--- config.mk ---
export PLATFORM = sky130hd
export DESIGN_NAME = destination_queue_assigner
export DESIGN_NICKNAME = d
export VERILOG_FILES = /design/src/design/dqa_pkg.sv /design/src/design/destination_queue_assigner.sv /design/src/design/dqa_ram.sv /design/src/design/dqa_scan.sv
export SDC_FILE = /design/constraint.sdc
export NUM_CORES = 1
export LEC_CHECK = 0
export BUFFER_PORTS_ARGS = -buffer_cell sky130_fd_sc_hd__buf_2
export CAP_MARGIN = 25
export CORE_ASPECT_RATIO = 0.75
export CORE_MARGIN = 2
export CORE_UTILIZATION = 39
export CTS_CLUSTER_DIAMETER = 150
export DETAILED_ROUTE_END_ITERATION = 6
export HOLD_SLACK_MARGIN = 0.08
export PLACE_DENSITY_LB_ADDON = 0.3
export SLEW_MARGIN = 20
export SYNTH_ARGS = -nofsm -noshare
export SYNTH_HDL_FRONTEND = slang
export SYNTH_SLANG_ARGS = --single-unit
--- constraint.sdc ---
create_clock -name clk -period 4.48 [get_ports clk]
set_clock_uncertainty 0.15 [all_clocks]
set_input_delay 0.224 -clock clk [delete_from_list [all_inputs] [get_ports clk]]
set_output_delay 0.224 -clock clk [all_outputs]
set_load 0.02 [all_outputs]
--- src/design/dqa_pkg.sv ---
// Shared constants, widths and types for the destination queue assigner.
// No dependencies; destination_queue_assigner and dqa_scan import this package.
package dqa_pkg;

	localparam int MAX_QUEUES = 16;
	localparam int IDX_W      = (MAX_QUEUES > 1) ? $clog2(MAX_QUEUES) : 1;
	localparam int CNT_W      = $clog2(MAX_QUEUES + 1);
	localparam int ADDR_W     = 32;
	localparam int NQ_W       = 5;
	localparam int QI_W       = 4;
	localparam int DROP_W     = 32;

	localparam logic [NQ_W-1:0]   NQ_RESET = 5'd16;
	localparam logic [DROP_W-1:0] DROP_MAX = '1;

	localparam logic OP_PACKET = 1'b0;
	localparam logic OP_FREE   = 1'b1;

	// Outcome of one table scan
	typedef struct packed {
		logic             hit;
		logic [IDX_W-1:0] hit_idx;
		logic             idle_fnd;
		logic [IDX_W-1:0] idle_idx;
	} scan_res_t;

endpackage

--- src/design/destination_queue_assigner.sv ---
// Destination queue assigner: maps packet destinations to burst queues.
// Depends on dqa_pkg, dqa_ram and dqa_scan.
//
// Input channel (in_valid/in_stall, op, dest_address): op 0 dispatches a
// packet, op 1 frees the queue that holds dest_address and gives no result.
// Output channel (out_valid/out_stall): one result per packet, carrying
// queue_index, dropped and the running drop_total.
// Configuration: wr_en/wr_data write num_queues; write it only while idle.
//
// One request is processed at a time. Each request scans the table entries
// up to and including the first match, else all entries in use (at most
// 16), with one destination RAM read and one 32-bit compare per entry.
// A finished result sits in the output register; a stalled receiver holds
// it there and the block stops accepting once a second result is waiting.
// Reset empties the table, clears all busy marks and the drop counter, and
// sets num_queues to 16; no clearing pass is needed.
module destination_queue_assigner import dqa_pkg::*; (
	input  logic              clk,
	input  logic              arst_n,
	input  logic              wr_en,
	input  logic [NQ_W-1:0]   wr_data,
	input  logic              in_valid,
	output logic              in_stall,
	input  logic              op,
	input  logic [ADDR_W-1:0] dest_address,
	output logic              out_valid,
	input  logic              out_stall,
	output logic [QI_W-1:0]   queue_index,
	output logic              dropped,
	output logic [DROP_W-1:0] drop_total
);

	typedef enum logic [1:0] {T_IDLE, T_SCAN, T_OUT} state_t;

	state_t              st_q;
	logic [NQ_W-1:0]     nq_q;
	logic [MAX_QUEUES-1:0] busy_q;
	logic [CNT_W-1:0]    count_q;
	logic [DROP_W-1:0]   drop_cnt_q;
	logic                op_q;
	logic [ADDR_W-1:0]   dest_q;
	logic [QI_W-1:0]     pend_idx_q;
	logic                pend_drop_q;
	logic [DROP_W-1:0]   pend_total_q;
	logic                out_valid_q;
	logic [QI_W-1:0]     qi_q;
	logic                dropped_q;
	logic [DROP_W-1:0]   total_q;

	logic                in_accept;
	logic                out_take;
	logic                out_free;
	logic                room;
	logic                scan_done;
	scan_res_t           sres;
	logic                rd_en;
	logic [IDX_W-1:0]    rd_addr;
	logic [ADDR_W-1:0]   rd_data;
	logic                ram_we;
	logic                append;
	logic                set_en;
	logic [IDX_W-1:0]    set_pos;
	logic                drop_now;
	logic [DROP_W-1:0]   drop_next;

	assign in_stall  = (st_q != T_IDLE);
	assign in_accept = in_valid && !in_stall;
	assign out_take  = out_valid_q && !out_stall;
	assign out_free  = !out_valid_q || !out_stall;

	assign out_valid   = out_valid_q;
	assign queue_index = qi_q;
	assign dropped     = dropped_q;
	assign drop_total  = total_q;

	// table may grow while under both the programmed limit and its depth
	assign room = (32'(count_q) < 32'(nq_q)) && (count_q != CNT_W'(MAX_QUEUES));

	always_comb begin
		ram_we   = 1'b0;
		append   = 1'b0;
		set_en   = 1'b0;
		set_pos  = '0;
		drop_now = 1'b0;
		if ((st_q == T_SCAN) && scan_done && (op_q == OP_PACKET)) begin
			if (sres.hit) begin
				set_en  = 1'b1;
				set_pos = sres.hit_idx;
			end else if (room) begin
				set_en  = 1'b1;
				set_pos = IDX_W'(count_q);
				ram_we  = 1'b1;
				append  = 1'b1;
			end else if (sres.idle_fnd) begin
				set_en  = 1'b1;
				set_pos = sres.idle_idx;
				ram_we  = 1'b1;
			end else begin
				drop_now = 1'b1;
			end
		end
		drop_next = (drop_now && (drop_cnt_q != DROP_MAX)) ? drop_cnt_q + DROP_W'(1)
			: drop_cnt_q;
	end

	dqa_ram #(
		.WIDTH (ADDR_W),
		.DEPTH (MAX_QUEUES)
	) u_ram (
		.clk   (clk),
		.we    (ram_we),
		.waddr (set_pos),
		.wdata (dest_q),
		.re    (rd_en),
		.raddr (rd_addr),
		.rdata (rd_data)
	);

	dqa_scan u_scan (
		.clk     (clk),
		.arst_n  (arst_n),
		.start   (in_accept),
		.dest    (dest_address),
		.count   (count_q),
		.busy    (busy_q),
		.rd_en   (rd_en),
		.rd_addr (rd_addr),
		.rd_data (rd_data),
		.done    (scan_done),
		.res     (sres)
	);

	always_ff @(posedge clk or negedge arst_n) begin
		if (!arst_n) begin
			st_q        <= T_IDLE;
			nq_q        <= NQ_RESET;
			busy_q      <= '0;
			count_q     <= '0;
			drop_cnt_q  <= '0;
			out_valid_q <= 1'b0;
		end else begin
			if (wr_en) begin
				nq_q <= wr_data;
			end
			if ((st_q == T_OUT) && out_free) begin
				out_valid_q <= 1'b1;
			end else if (out_take) begin
				out_valid_q <= 1'b0;
			end
			case (st_q)
				T_IDLE: begin
					if (in_accept) begin
						op_q   <= op;
						dest_q <= dest_address;
						st_q   <= T_SCAN;
					end
				end
				T_SCAN: begin
					if (scan_done) begin
						if (op_q == OP_FREE) begin
							if (sres.hit) begin
								busy_q[sres.hit_idx] <= 1'b0;
							end
							st_q <= T_IDLE;
						end else begin
							if (set_en) begin
								busy_q[set_pos] <= 1'b1;
							end
							if (append) begin
								count_q <= count_q + CNT_W'(1);
							end
							drop_cnt_q   <= drop_next;
							pend_idx_q   <= set_en ? QI_W'(set_pos) : '0;
							pend_drop_q  <= drop_now;
							pend_total_q <= drop_next;
							st_q         <= T_OUT;
						end
					end
				end
				T_OUT: begin
					// hold the result until the output register is free
					if (out_free) begin
						qi_q      <= pend_idx_q;
						dropped_q <= pend_drop_q;
						total_q   <= pend_total_q;
						st_q      <= T_IDLE;
					end
				end
				default: st_q <= T_IDLE;
			endcase
		end
	end

	a_done_in_scan: assert property (@(posedge clk) disable iff (!arst_n)
		scan_done |-> (st_q == T_SCAN))
		else $error("scan finished outside of a scan");

	a_count_bound: assert property (@(posedge clk) disable iff (!arst_n)
		count_q <= CNT_W'(MAX_QUEUES))
		else $error("entry count exceeds table depth");

	a_drop_monotonic: assert property (@(posedge clk) disable iff (!arst_n)
		1'b1 |=> (drop_cnt_q >= $past(drop_cnt_q)))
		else $error("drop counter decreased");

	a_write_not_on_hit: assert property (@(posedge clk) disable iff (!arst_n)
		ram_we |-> (scan_done && !sres.hit && (op_q == OP_PACKET)))
		else $error("table written without a packet miss");

endmodule

--- src/design/dqa_ram.sv ---
// Generic single-write, single-read RAM with registered read data.
// No dependencies.
module dqa_ram #(
	parameter int WIDTH = 32,
	parameter int DEPTH = 16
) (
	input  logic                                   clk,
	input  logic                                   we,
	input  logic [((DEPTH > 1) ? $clog2(DEPTH) : 1)-1:0] waddr,
	input  logic [WIDTH-1:0]                       wdata,
	input  logic                                   re,
	input  logic [((DEPTH > 1) ? $clog2(DEPTH) : 1)-1:0] raddr,
	output logic [WIDTH-1:0]                       rdata
);

	logic [WIDTH-1:0] mem [DEPTH];

	always_ff @(posedge clk) begin
		if (we) begin
			mem[waddr] <= wdata;
		end
		if (re) begin
			rdata <= mem[raddr];
		end
	end

endmodule

--- src/design/dqa_scan.sv ---
// Table scan sequencer: walks the destination RAM one entry a cycle through
// a single comparator. Depends on dqa_pkg.
module dqa_scan import dqa_pkg::*; (
	input  logic                  clk,
	input  logic                  arst_n,
	input  logic                  start,
	input  logic [ADDR_W-1:0]     dest,
	input  logic [CNT_W-1:0]      count,
	input  logic [MAX_QUEUES-1:0] busy,
	output logic                  rd_en,
	output logic [IDX_W-1:0]      rd_addr,
	input  logic [ADDR_W-1:0]     rd_data,
	output logic                  done,
	output scan_res_t             res
);

	typedef enum logic {S_IDLE, S_SCAN} state_t;

	state_t           st_q;
	logic [ADDR_W-1:0] dest_q;
	logic [CNT_W-1:0] rd_idx_q;
	logic             cmp_vld_s1;
	logic [IDX_W-1:0] cmp_idx_s1;
	logic             done_q;
	scan_res_t        res_q;

	logic             hit_now;
	logic             finish;
	logic             issue;
	logic [IDX_W-1:0] issue_addr;

	assign hit_now = cmp_vld_s1 && (rd_data == dest_q);
	assign finish  = (st_q == S_SCAN) && cmp_vld_s1 && (hit_now || (rd_idx_q == count));

	always_comb begin
		case (st_q)
			S_IDLE:  issue = start && (count != '0);
			S_SCAN:  issue = !hit_now && (rd_idx_q < count);
			default: issue = 1'b0;
		endcase
		issue_addr = (st_q == S_IDLE) ? '0 : rd_idx_q[IDX_W-1:0];
	end

	assign rd_en   = issue;
	assign rd_addr = issue_addr;
	assign done    = done_q;
	assign res     = res_q;

	always_ff @(posedge clk or negedge arst_n) begin
		if (!arst_n) begin
			st_q       <= S_IDLE;
			cmp_vld_s1 <= 1'b0;
			done_q     <= 1'b0;
			res_q      <= '0;
		end else begin
			done_q     <= ((st_q == S_IDLE) && start && (count == '0)) || finish;
			cmp_vld_s1 <= issue;
			cmp_idx_s1 <= issue_addr;
			case (st_q)
				S_IDLE: begin
					if (start) begin
						dest_q   <= dest;
						res_q    <= '0;
						rd_idx_q <= CNT_W'(1);
						// empty table: nothing to read
						if (count != '0) begin
							st_q <= S_SCAN;
						end
					end
				end
				S_SCAN: begin
					if (issue) begin
						rd_idx_q <= rd_idx_q + CNT_W'(1);
					end
					// remember the first idle entry passed before any match
					if (cmp_vld_s1 && !hit_now && !busy[cmp_idx_s1] && !res_q.idle_fnd) begin
						res_q.idle_fnd <= 1'b1;
						res_q.idle_idx <= cmp_idx_s1;
					end
					if (finish) begin
						res_q.hit     <= hit_now;
						res_q.hit_idx <= cmp_idx_s1;
						st_q          <= S_IDLE;
					end
				end
				default: st_q <= S_IDLE;
			endcase
		end
	end

endmodule

; ---- Yosys cells after proc, flatten, opt, wreduce, memory -nomap -nowiden
; Memory sizes are Yosys's and may differ from the RTL's. A register that Yosys moved wholly into a read port is not among the register bits.
; Cells that the tools add are included.
[op_classes]
add_sub_neg = 3
magnitude_cmp = 7
eq_ne = 14
n_mux = 49
n_bitwise = 5
reduce_logical = 45
[op_table]
columns = cell, n
row1 = $mux W16, 3
row2 = $add A32 B1 Y32 const B, 1
row3 = $eq A32 B32 Y1, 1
row4 = $mux W32, 1
row5 = $ne A32 B32 Y1 const B, 1
row6 = $mux W1, 23
row7 = $mux W4, 5
row8 = $mux W5, 4
row9 = $pmux W10 S2, 1
row10 = $logic_and A1 B1 Y1, 19
row11 = $reduce_and A3 Y1, 6
row12 = $and A16 B16 Y16, 1
row13 = $not A16 Y16, 1
row14 = $or A16 B16 Y16, 1
row15 = $lt A4 B5 Y1 const B, 3
row16 = $reduce_and A4 Y1, 3
row17 = $add A5 B1 Y5 const B, 2
row18 = $lt A5 B5 Y1, 2
row19 = $mux W10, 1
row20 = $pmux W5 S2, 1
row21 = $demux W1 S4, 2
row22 = $ge A4 B1 Y1 const B, 2
row23 = $mux W2, 4
row24 = $ne A2 B1 Y1 const B, 4
row25 = other kinds (16), 31
[word_totals]
ff_bits = 222
ramBits = 512
inputBits = 43
out_inout_bits = 39
elab_cells = 148
mem_count = 1
[memory_table]
columns = name, words, word_bits, rd, rd_clocked_by_memory_dff, wr, line_no
row1 = u_ram.mem, 16, 32, 1, 1, 1, dqa_ram.sv:16  ; logic [WIDTH-1:0] mem [DEPTH];

; ---- Depth between registers and ports, before layout
; Gate-level depths: netlist of run 1.
[logic_depth]
word_depth = 12
depth_mapped = 11
depth_no_buf = 8

; ---- Hierarchy
; Synthesis of run 1 repeated with hierarchy kept, for this count alone.
[unflattened]
hier_cells = 1466
area_unflattened_um2 = 29395.7
[modules_own_cells]
columns = module, n_inst, cells_per_inst, area_per_inst_um2, seq_area_each_um2
row1 = dqa_ram, 1, 838, 20156.8, 16335.7
row2 = destination_queue_assigner, 1, 444, 6711.4, 4740.8
row3 = dqa_scan, 1, 184, 2527.4, 1556.5

; ---- Worst setup path before layout of run 1
; No wires, ideal clock.
[synth_path]
path_type = register -> register
start = reg nq_q[4]
end = mem u_ram.mem[6][0], enable pin
setup_time_ps = 421
arrival_ps = 3431
required_time_ps = 3909
path_slack_ps = 477
stages_incl_launch_ff = 10
n_path_buf = 2
synth_period_minus_slack_ps = 4003
path_cell_list = dfstp_2 -> inv_1 -> ha_1 -> a21oi_1 -> a21boi_0 -> o21a_1 -> buf_2 -> clkbuf_1 -> a31oi_1 -> nor2_1
[synth_between]
elab_chain_len = 7
word_cells_on_any_way = 10
classes_between = order compare: 1 / mux: 8 / reduce/logical: 1
[synth_rtl]
columns = element, line_no
row1 = from (decl), destination_queue_assigner.sv:36  ; logic [NQ_W-1:0] nq_q;
row2 = from (signal assigned), destination_queue_assigner.sv:143  ; nq_q <= wr_data;
row3 = $lt A5 B5 Y1 (*), destination_queue_assigner.sv:77  ; assign room = (32'(count_q) < 32'(nq_q)) && (count_q != CNT_W'(MAX_QUEUES));
row4 = $logic_and A1 B1 Y1 (*), destination_queue_assigner.sv:77
row5 = $mux W1, destination_queue_assigner.sv:89  ; end else if (room) begin
row6 = $mux W1, destination_queue_assigner.sv:86  ; if (sres.hit) begin
row7 = $mux W1, destination_queue_assigner.sv:85  ; if ((st_q == T_SCAN) && scan_done && (op_q == OP_PACKET)) begin
row8 = $mux W1, dqa_ram.sv:19  ; if (we) begin
row9 = $mux W1 (not written as such), dqa_ram.sv:20  ; mem[waddr] <= wdata;
row10 = to (decl), dqa_ram.sv:16
; Every way passes the cells marked *; elsewhere a longest branch is shown, timed or not.

; ---- Final worst setup path of run 1
[layout_path]
start = reg nq_q[4]
end = mem u_ram.mem[8][22], enable pin
; The elaborated chain is that of the path after synthesis.

==> impl_results.md, run 1 <==
* Worst rel slew slack at 0.3420
* Most frequent cells in the layout: edfxtp_1 (692), o21ai_0 (137), a21oi_1 (134)
* Fin. max-slew vios at 0
* CP Data Required Time at 4.70 ns
* Seq/Total Area, Yosys at 0.7487
* Seq cells post-synth at ~770
* Post-route setup TNS at 0 ns
* Grt total ovfl at 0
* Via-per-instance ratio at roughly 5.4
* Actual slew at the worst max-slew pin at just under 1 ns
* Final setup viols at 0
* Async SR Flop Fraction at 0.09661
* Post-route insts no fill at between 3000 and 4000
* Antenna Cells at 0
* # IOs at 82
* Routability cong. at between 0.8 and 0.9
* Gr usage total at 0.1788
* Period utilisation layout at 0.8804
* Routed WL at slightly above 70000 um
* Share of cells above drive strength 1 at 0.1998
* Drt first pass iters at 5
* Crit Path Max Fanout at 17
* Die span in y at about 250 um
* Via count at between 15000 and 20000
* DRC Markers at 0
* Netlist cell types at between 60 and 70
* P&R area growth vs syn at 16.51%
* Synthesized area at slightly above 30000 um2
* Core Area at between 70000 and 80000 um2
* Row cnt at between 80 and 90
* Cell Pwr Density at between 400 and 500 nW/um2
* Largest net degree at the start of global routing at ~130
* Initial antenna violation count at 0
* Max cap viols at 0
* Mapped Nets at 1915
* Syn avg cell area at between 15 and 20 um2
* Leakage at 12.05 nW
* Layout net count at roughly 2100
* Commonest non-fill, non-tap cell in the layout: edfxtp_1
* CTS sink count at between 700 and 800
* Placed wire-length estimate at between 40000 and 50000 um
* RSZ-0062 raised after global routing: no
* Crit path capture type: flop
* EDFF count, synth at around 700
* Gate Count Post-Synth at 1859
* Max IR drop VDD at roughly 0.00027 V
* Vias in the first global route at about 17000
* Status: completed
* Die X at approximately 330 um
* Max Clock Freq at around 250 MHz
* Starting Density at 0.3934
* Wire per inst at between 20 and 25 um
* CTS tree: built
* First DRT Iteration DRCs at approximately 1700
* Startpoint Class: flop
* Crit path kind: flop to flop
* TritonCTS Buffers at 76
* Worst-Skew Late Latency at 0.63 ns
* H-tree Lvls at 3
* Hold Startpoint: dest_address[25]
* Worst Setup SP: nq_q[4]$_DFFE_PN1P_
* HP Class: input port to flop
* Worst r2r src: nq_q[4]$_DFFE_PN1P_
* Post-route ant nets at 0
* First-pass GRT wire length at 107200 um
* Clock tree buffer depth at 3
* CP arrival at around 4.2 ns
* Ys flop type: edfxtp_1
* Root Buffer: clkbuf_16
* Final hold viol count at 0
* Post-placement cell count at between 2000 and 3000
* Worst-path clk slew at 0.06 ns
* IO Port Bufs at 81
* Syn. warnings at 0
* Die Footprint at around 80000 um2
* Min Tclk post-route at about 3.9 ns
[critical path, stage by stage, from the launching register on]
cell      delay, ns
dfstp_2        0.52
inv_1          0.05
ha_1           0.30
a21oi_1        0.22
a21boi_0       0.27
o21a_1         0.52
mux2_2         0.41
a21oi_1        0.69
nor2_4         0.31
buf_12         0.26
[kinds of logic after synthesis]
family | Yosys count | synth area share
flops | 766 | 0.7487
compound gates | 400 | 0.08091
simple gates | 242 | 0.04180
mux | 212 | 0.07789
buf+inv | 125 | 0.01610
xor+xnor | 101 | 0.02926
fa+ha+maj | 13 | 0.005380
[area by class of cell]
class | instances | area, um2
Fill cell | 6596 | 41630
Timing Repair Buffer | 178 | 1439
Sequential cell | 766 | 22630
Clock buffer | 96 | 2061
Tap cell | 1035 | 1295
Multi-Input combinational cell | 968 | 7277
Inverter | 25 | 93.84
Clock inverter | 44 | 424.2
[per-stage QoR]
stage / total power [W] / hold WS (ns) / cell area (um2) / setup slack, ns / util
after CTS: 0.01663 / 0.1331 / 35190 / 0.5544 / 0.4579
final: 0.01654 / 0.1722 / 35220 / 0.5359 / 0.4583
after floorplan: 0.009507 / -0.2216 / 30230 / 0.4774 / -
after global placement: 0.01023 / 0.05788 / 32120 / 0.5988 / 0.4179
after detailed placement: 0.01025 / 0.06468 / 32170 / 0.5894 / 0.4186
after global routing: 0.01714 / 0.1552 / 35220 / 0.3308 / 0.4583
[cells in the mapped netlist (25+ instances only)]
cell | count | area share
edfxtp_1 | 692 | 0.69
nor2_1 | 40 | 0.0050
a21oi_1 | 134 | 0.022
a22oi_1 | 32 | 0.0079
o21ai_0 | 137 | 0.023
clkbuf_1 | 75 | 0.0093
mux2_2 | 133 | 0.050
inv_1 | 25 | 0.0031
xor2_1 | 42 | 0.012
nand2_1 | 83 | 0.010
a32o_1 | 32 | 0.011
a221oi_1 | 32 | 0.0093
dfrtp_1 | 73 | 0.060
mux2i_1 | 74 | 0.025
xnor2_1 | 59 | 0.017
[repair_timing]
item	CTS	global route
endpoints found under the hold margin	150	0
resized for setup	0	0
hold buffers	52	0
setup buffers	0	0
[sequential cells by signal (all words and copies together), names as in the netlist, 5 cells and up]
| signal | count |
|---|---|
| pend_total_q | 32 |
| count_q | 5 |
| u_scan.dest_q | 32 |
| u_ram.rdata | 32 |
| u_ram.mem | 512 |
| u_scan.rd_idx_q | 5 |
| busy_q | 16 |
| dest_q | 32 |
| drop_cnt_q | 32 |
| drop_total | 32 |
| u_scan.res | 10 |
| nq_q | 5 |
[layer usage]
metal  global-route usage  part of all wire  wire length (um)
met5                    0                 0                 0
met4              0.05123             0.022              1569
met3              0.03952             0.070              5015
met1               0.2605              0.46             32950
met2               0.2695              0.45             32550
[where the power goes]
group,internal (W),total [W],leakage [nW],switching (W)
clock,0.00368,0.00635,1.22,0.00267
combinational,0.000760,0.00206,3.65,0.00130
sequential,0.00795,0.00813,7.18,0.000177
[worst paths after layout]
check	end	slack, ns	cells past startpoint
worst max-delay path	u_ram.mem[8][22]$_DFFE_PP_	0.54	9
worst min-delay path	dest_q[25]$_DFFE_PP_	0.17	2
worst max register to register	u_ram.mem[8][22]$_DFFE_PP_	0.54	9
worst min register to register	drop_total[12]$_DFFE_PP_	0.26	0
max in group asynchronous	nq_q[0]$_DFFE_PN0P_	2.95	4
min in group asynchronous	nq_q[4]$_DFFE_PN1P_	0.61	3
Power figures use the tool's default switching activity.
==> inputs of run 2 (changes only) <==
PLACE_DENSITY_LB_ADDON = unset   (was 0.3)
==> impl_results.md, run 2 (synthesized netlist as in run 1, its figures left out) <==
* Crit path capture type: flop (unchanged)
* Grt total ovfl at 0 (unchanged)
* Row cnt at 88 (unchanged)
* Die span in y at 245.1 um (unchanged)
* HP Class: input port to flop (unchanged)
* Final setup viols at 0 (unchanged)
* Period utilisation layout at 0.8300 (was 0.8804)
* Startpoint Class: flop (unchanged)
* Vias in the first global route at 16817 (was 16814)
* Worst r2r src: nq_q[4]$_DFFE_PN1P_ (unchanged)
* Crit path kind: flop to flop (unchanged)
* Via-per-instance ratio at 5.432 (was 5.431)
* Worst-path clk slew at 0.06 ns (about the same)
* CTS tree: built (unchanged)
* Via count at 16925 (was 16901)
* Hold Startpoint: dest_address[24] (was dest_address[25])
* Post-route setup TNS at 0 ns (unchanged)
* Leakage at 12.08 nW (was 12.05 nW)
* Layout net count at 2076 (was 2071)
* Worst-Skew Late Latency at 0.64 ns (was 0.63 ns)
* TritonCTS Buffers at 77 (was 76)
* Max IR drop VDD at 0.0002995 V (was 0.0002685 V)
* Starting Density at 0.3934 (unchanged)
* P&R area growth vs syn at 16.61% (was 16.51%)
* Root Buffer: clkbuf_16 (unchanged)
* Worst rel slew slack at 0.2952 (was 0.3420)
* CP Data Required Time at 4.71 ns (was 4.70 ns)
* DRC Markers at 0 (unchanged)
* Reg-to-reg slack, setup at 0.76 ns (was 0.54 ns)
* RSZ-0062 raised after global routing: no (unchanged)
* Cell Pwr Density at 474.2 nW/um2 (was 469.5 nW/um2)
* Post-route ant nets at 0 (unchanged)
* Max cap viols at 0 (unchanged)
* Place WS at 0.8375 ns (was 0.5894 ns)
* Resize count post-CTS at 0 (unchanged)
* First DRT Iteration DRCs at 1735 (was 1668)
* Crit path capture: u_ram.mem[7][17]$_DFFE_PP_ (was u_ram.mem[8][22]$_DFFE_PP_)
* Wire per inst at 23.33 um (was 23.16 um)
* Post-CTS Setup Repair Bufs at 0 (unchanged)
* # IOs at 82 (unchanged)
* IO Port Bufs at 81 (unchanged)
* Crit Path Max Fanout at 28 (was 17)
* DP Area at 32150 um2 (was 32170 um2)
* Max Clock Freq at 268.9 MHz (was 253.5 MHz)
* Largest register by flop count: u_ram.mem (unchanged)
* Routed WL at 72690 um (was 72090 um)
* Initial antenna violation count at 0 (unchanged)
* Worst Setup SP: nq_q[4]$_DFFE_PN1P_ (unchanged)
* First-pass GRT wire length at 108300 um (was 107200 um)
* Routability cong. at 0.8793 (was 0.8562)
* Gr usage total at 0.1808 (was 0.1788)
* Min Tclk post-route at 3.718 ns (was 3.944 ns)
* CTS sink count at 766 (unchanged)
* Die Footprint at 79780 um2 (unchanged)
* # fillers at 6648 (was 6596)
* CP arrival at 3.95 ns (was 4.16 ns)
* Slowest stage cell, crit path: a31oi_1 (was a21oi_1)
* Commonest non-fill, non-tap cell in the layout: edfxtp_1 (unchanged)
* Post-CTS Hold Fix Bufs at 52 (unchanged)
* Fin. max-slew vios at 0 (unchanged)
* Most frequent cells in the layout: edfxtp_1 (692), o21ai_0 (137), a21oi_1 (134) (unchanged)
* Worst path max stage delay at 0.74 ns (was 0.69 ns)
* Final worst slack at 0.7616 ns (was 0.5359 ns)
* Critical path, cell by cell: inv_1 -> ha_1 -> a21oi_1 -> a21boi_0 -> o21a_1 -> buf_4 -> nor3_1 -> a31oi_1 -> nor2_4 -> buf_12 (was inv_1 -> ha_1 -> a21oi_1 -> a21boi_0 -> o21a_1 -> mux2_2 -> a21oi_1 -> nor2_4 -> buf_12)
* Status: completed (unchanged)
* Antenna Cells at 0 (unchanged)
* Core Area at 76850 um2 (unchanged)
* Clock tree buffer depth at 3 (unchanged)
* H-tree Lvls at 3 (unchanged)
* Placed wire-length estimate at 41360 um (was 41080 um)
* Drt first pass iters at 5 (unchanged)
* Finished layout cell area at 35250 um2 (was 35220 um2)
* Largest net degree at the start of global routing at 68 (was 129)
* Max reg flops at 512 (unchanged)
* Reg-to-reg endpoint: u_ram.mem[7][17]$_DFFE_PP_ (was u_ram.mem[8][22]$_DFFE_PP_)
* Final hold viol count at 0 (unchanged)
* Actual slew at the worst max-slew pin at 1.057 ns (was 0.9835 ns)
* Share of cells above drive strength 1 at 0.2028 (was 0.1998)
* Die X at 325.5 um (unchanged)
* FF-to-FF path depth at 10 (was 9)
-- run 2: worst max-delay path: cells and delay by family (launching register included) --
kind	cells	cell delay, ns
AO/OA/AOI/OAI	4	1.47
buffers and inverters	3	0.61
flip-flops	1	0.52
AND/OR/NAND/NOR	2	0.42
adder cells (fa/ha/maj)	1	0.31
-- run 2: routing by layer --
metal	part of all wire	global-route usage	vias to the layer above
li1	-	-	7570
met1	0.46	0.2592	8709
met2	0.45	0.2789	544
met3	0.064	0.03750	102
met4	0.023	0.05245	0
met5	0	0	-
-- run 2: area by class of cell --
type / count / area, um2 / share of cell area
inverters: 25 / 93.84 / 0.002662
clock inverters: 52 / 568.0 / 0.01611
repair buffers: 182 / 1386 / 0.03933
multi-input cells: 968 / 7277 / 0.2064
well taps: 1035 / 1295 / 0.03673
clock buffers: 88 / 1999 / 0.05672
flip-flops and latches: 766 / 22630 / 0.6420
-- run 2: worst min-delay path by stage --
stage | endpoint | slack, ns | cells after the start
after floorplan | busy_q[0]$_DFFE_PN0P_ | -0.22 | 0
after global routing | u_scan.dest_q[4]$_DFFE_PP_ | 0.17 | 2
after CTS | dest_q[29]$_DFFE_PP_ | 0.14 | 2
after global placement | nq_q[0]$_DFFE_PN0P_ | 0.15 | 1
final | u_scan.dest_q[24]$_DFFE_PP_ | 0.17 | 2
after detailed placement | nq_q[0]$_DFFE_PN0P_ | 0.18 | 1
-- run 2: per-stage QoR --
stage | hold slack (ns) | power [W] | utilization | cells
CTS | 0.1361 | 0.01686 | 0.4587 | 3116
global placement | 0.1525 | 0.01023 | 0.4182 | 2923
global route | 0.1728 | 0.01732 | 0.4587 | 3116
floorplan | -0.2216 | 0.009507 | - | 1859
detailed placement | 0.1755 | 0.01025 | 0.4183 | 2924
finish | 0.1743 | 0.01672 | 0.4587 | 3116
-- run 2: where the power goes --
part | total (W) | switching [W] | leakage (nW) | internal [W]
combinational | 0.00199 | 0.00125 | 3.65 | 0.000740
clock | 0.00656 | 0.00270 | 1.25 | 0.00386
sequential | 0.00817 | 0.000215 | 7.18 | 0.00795
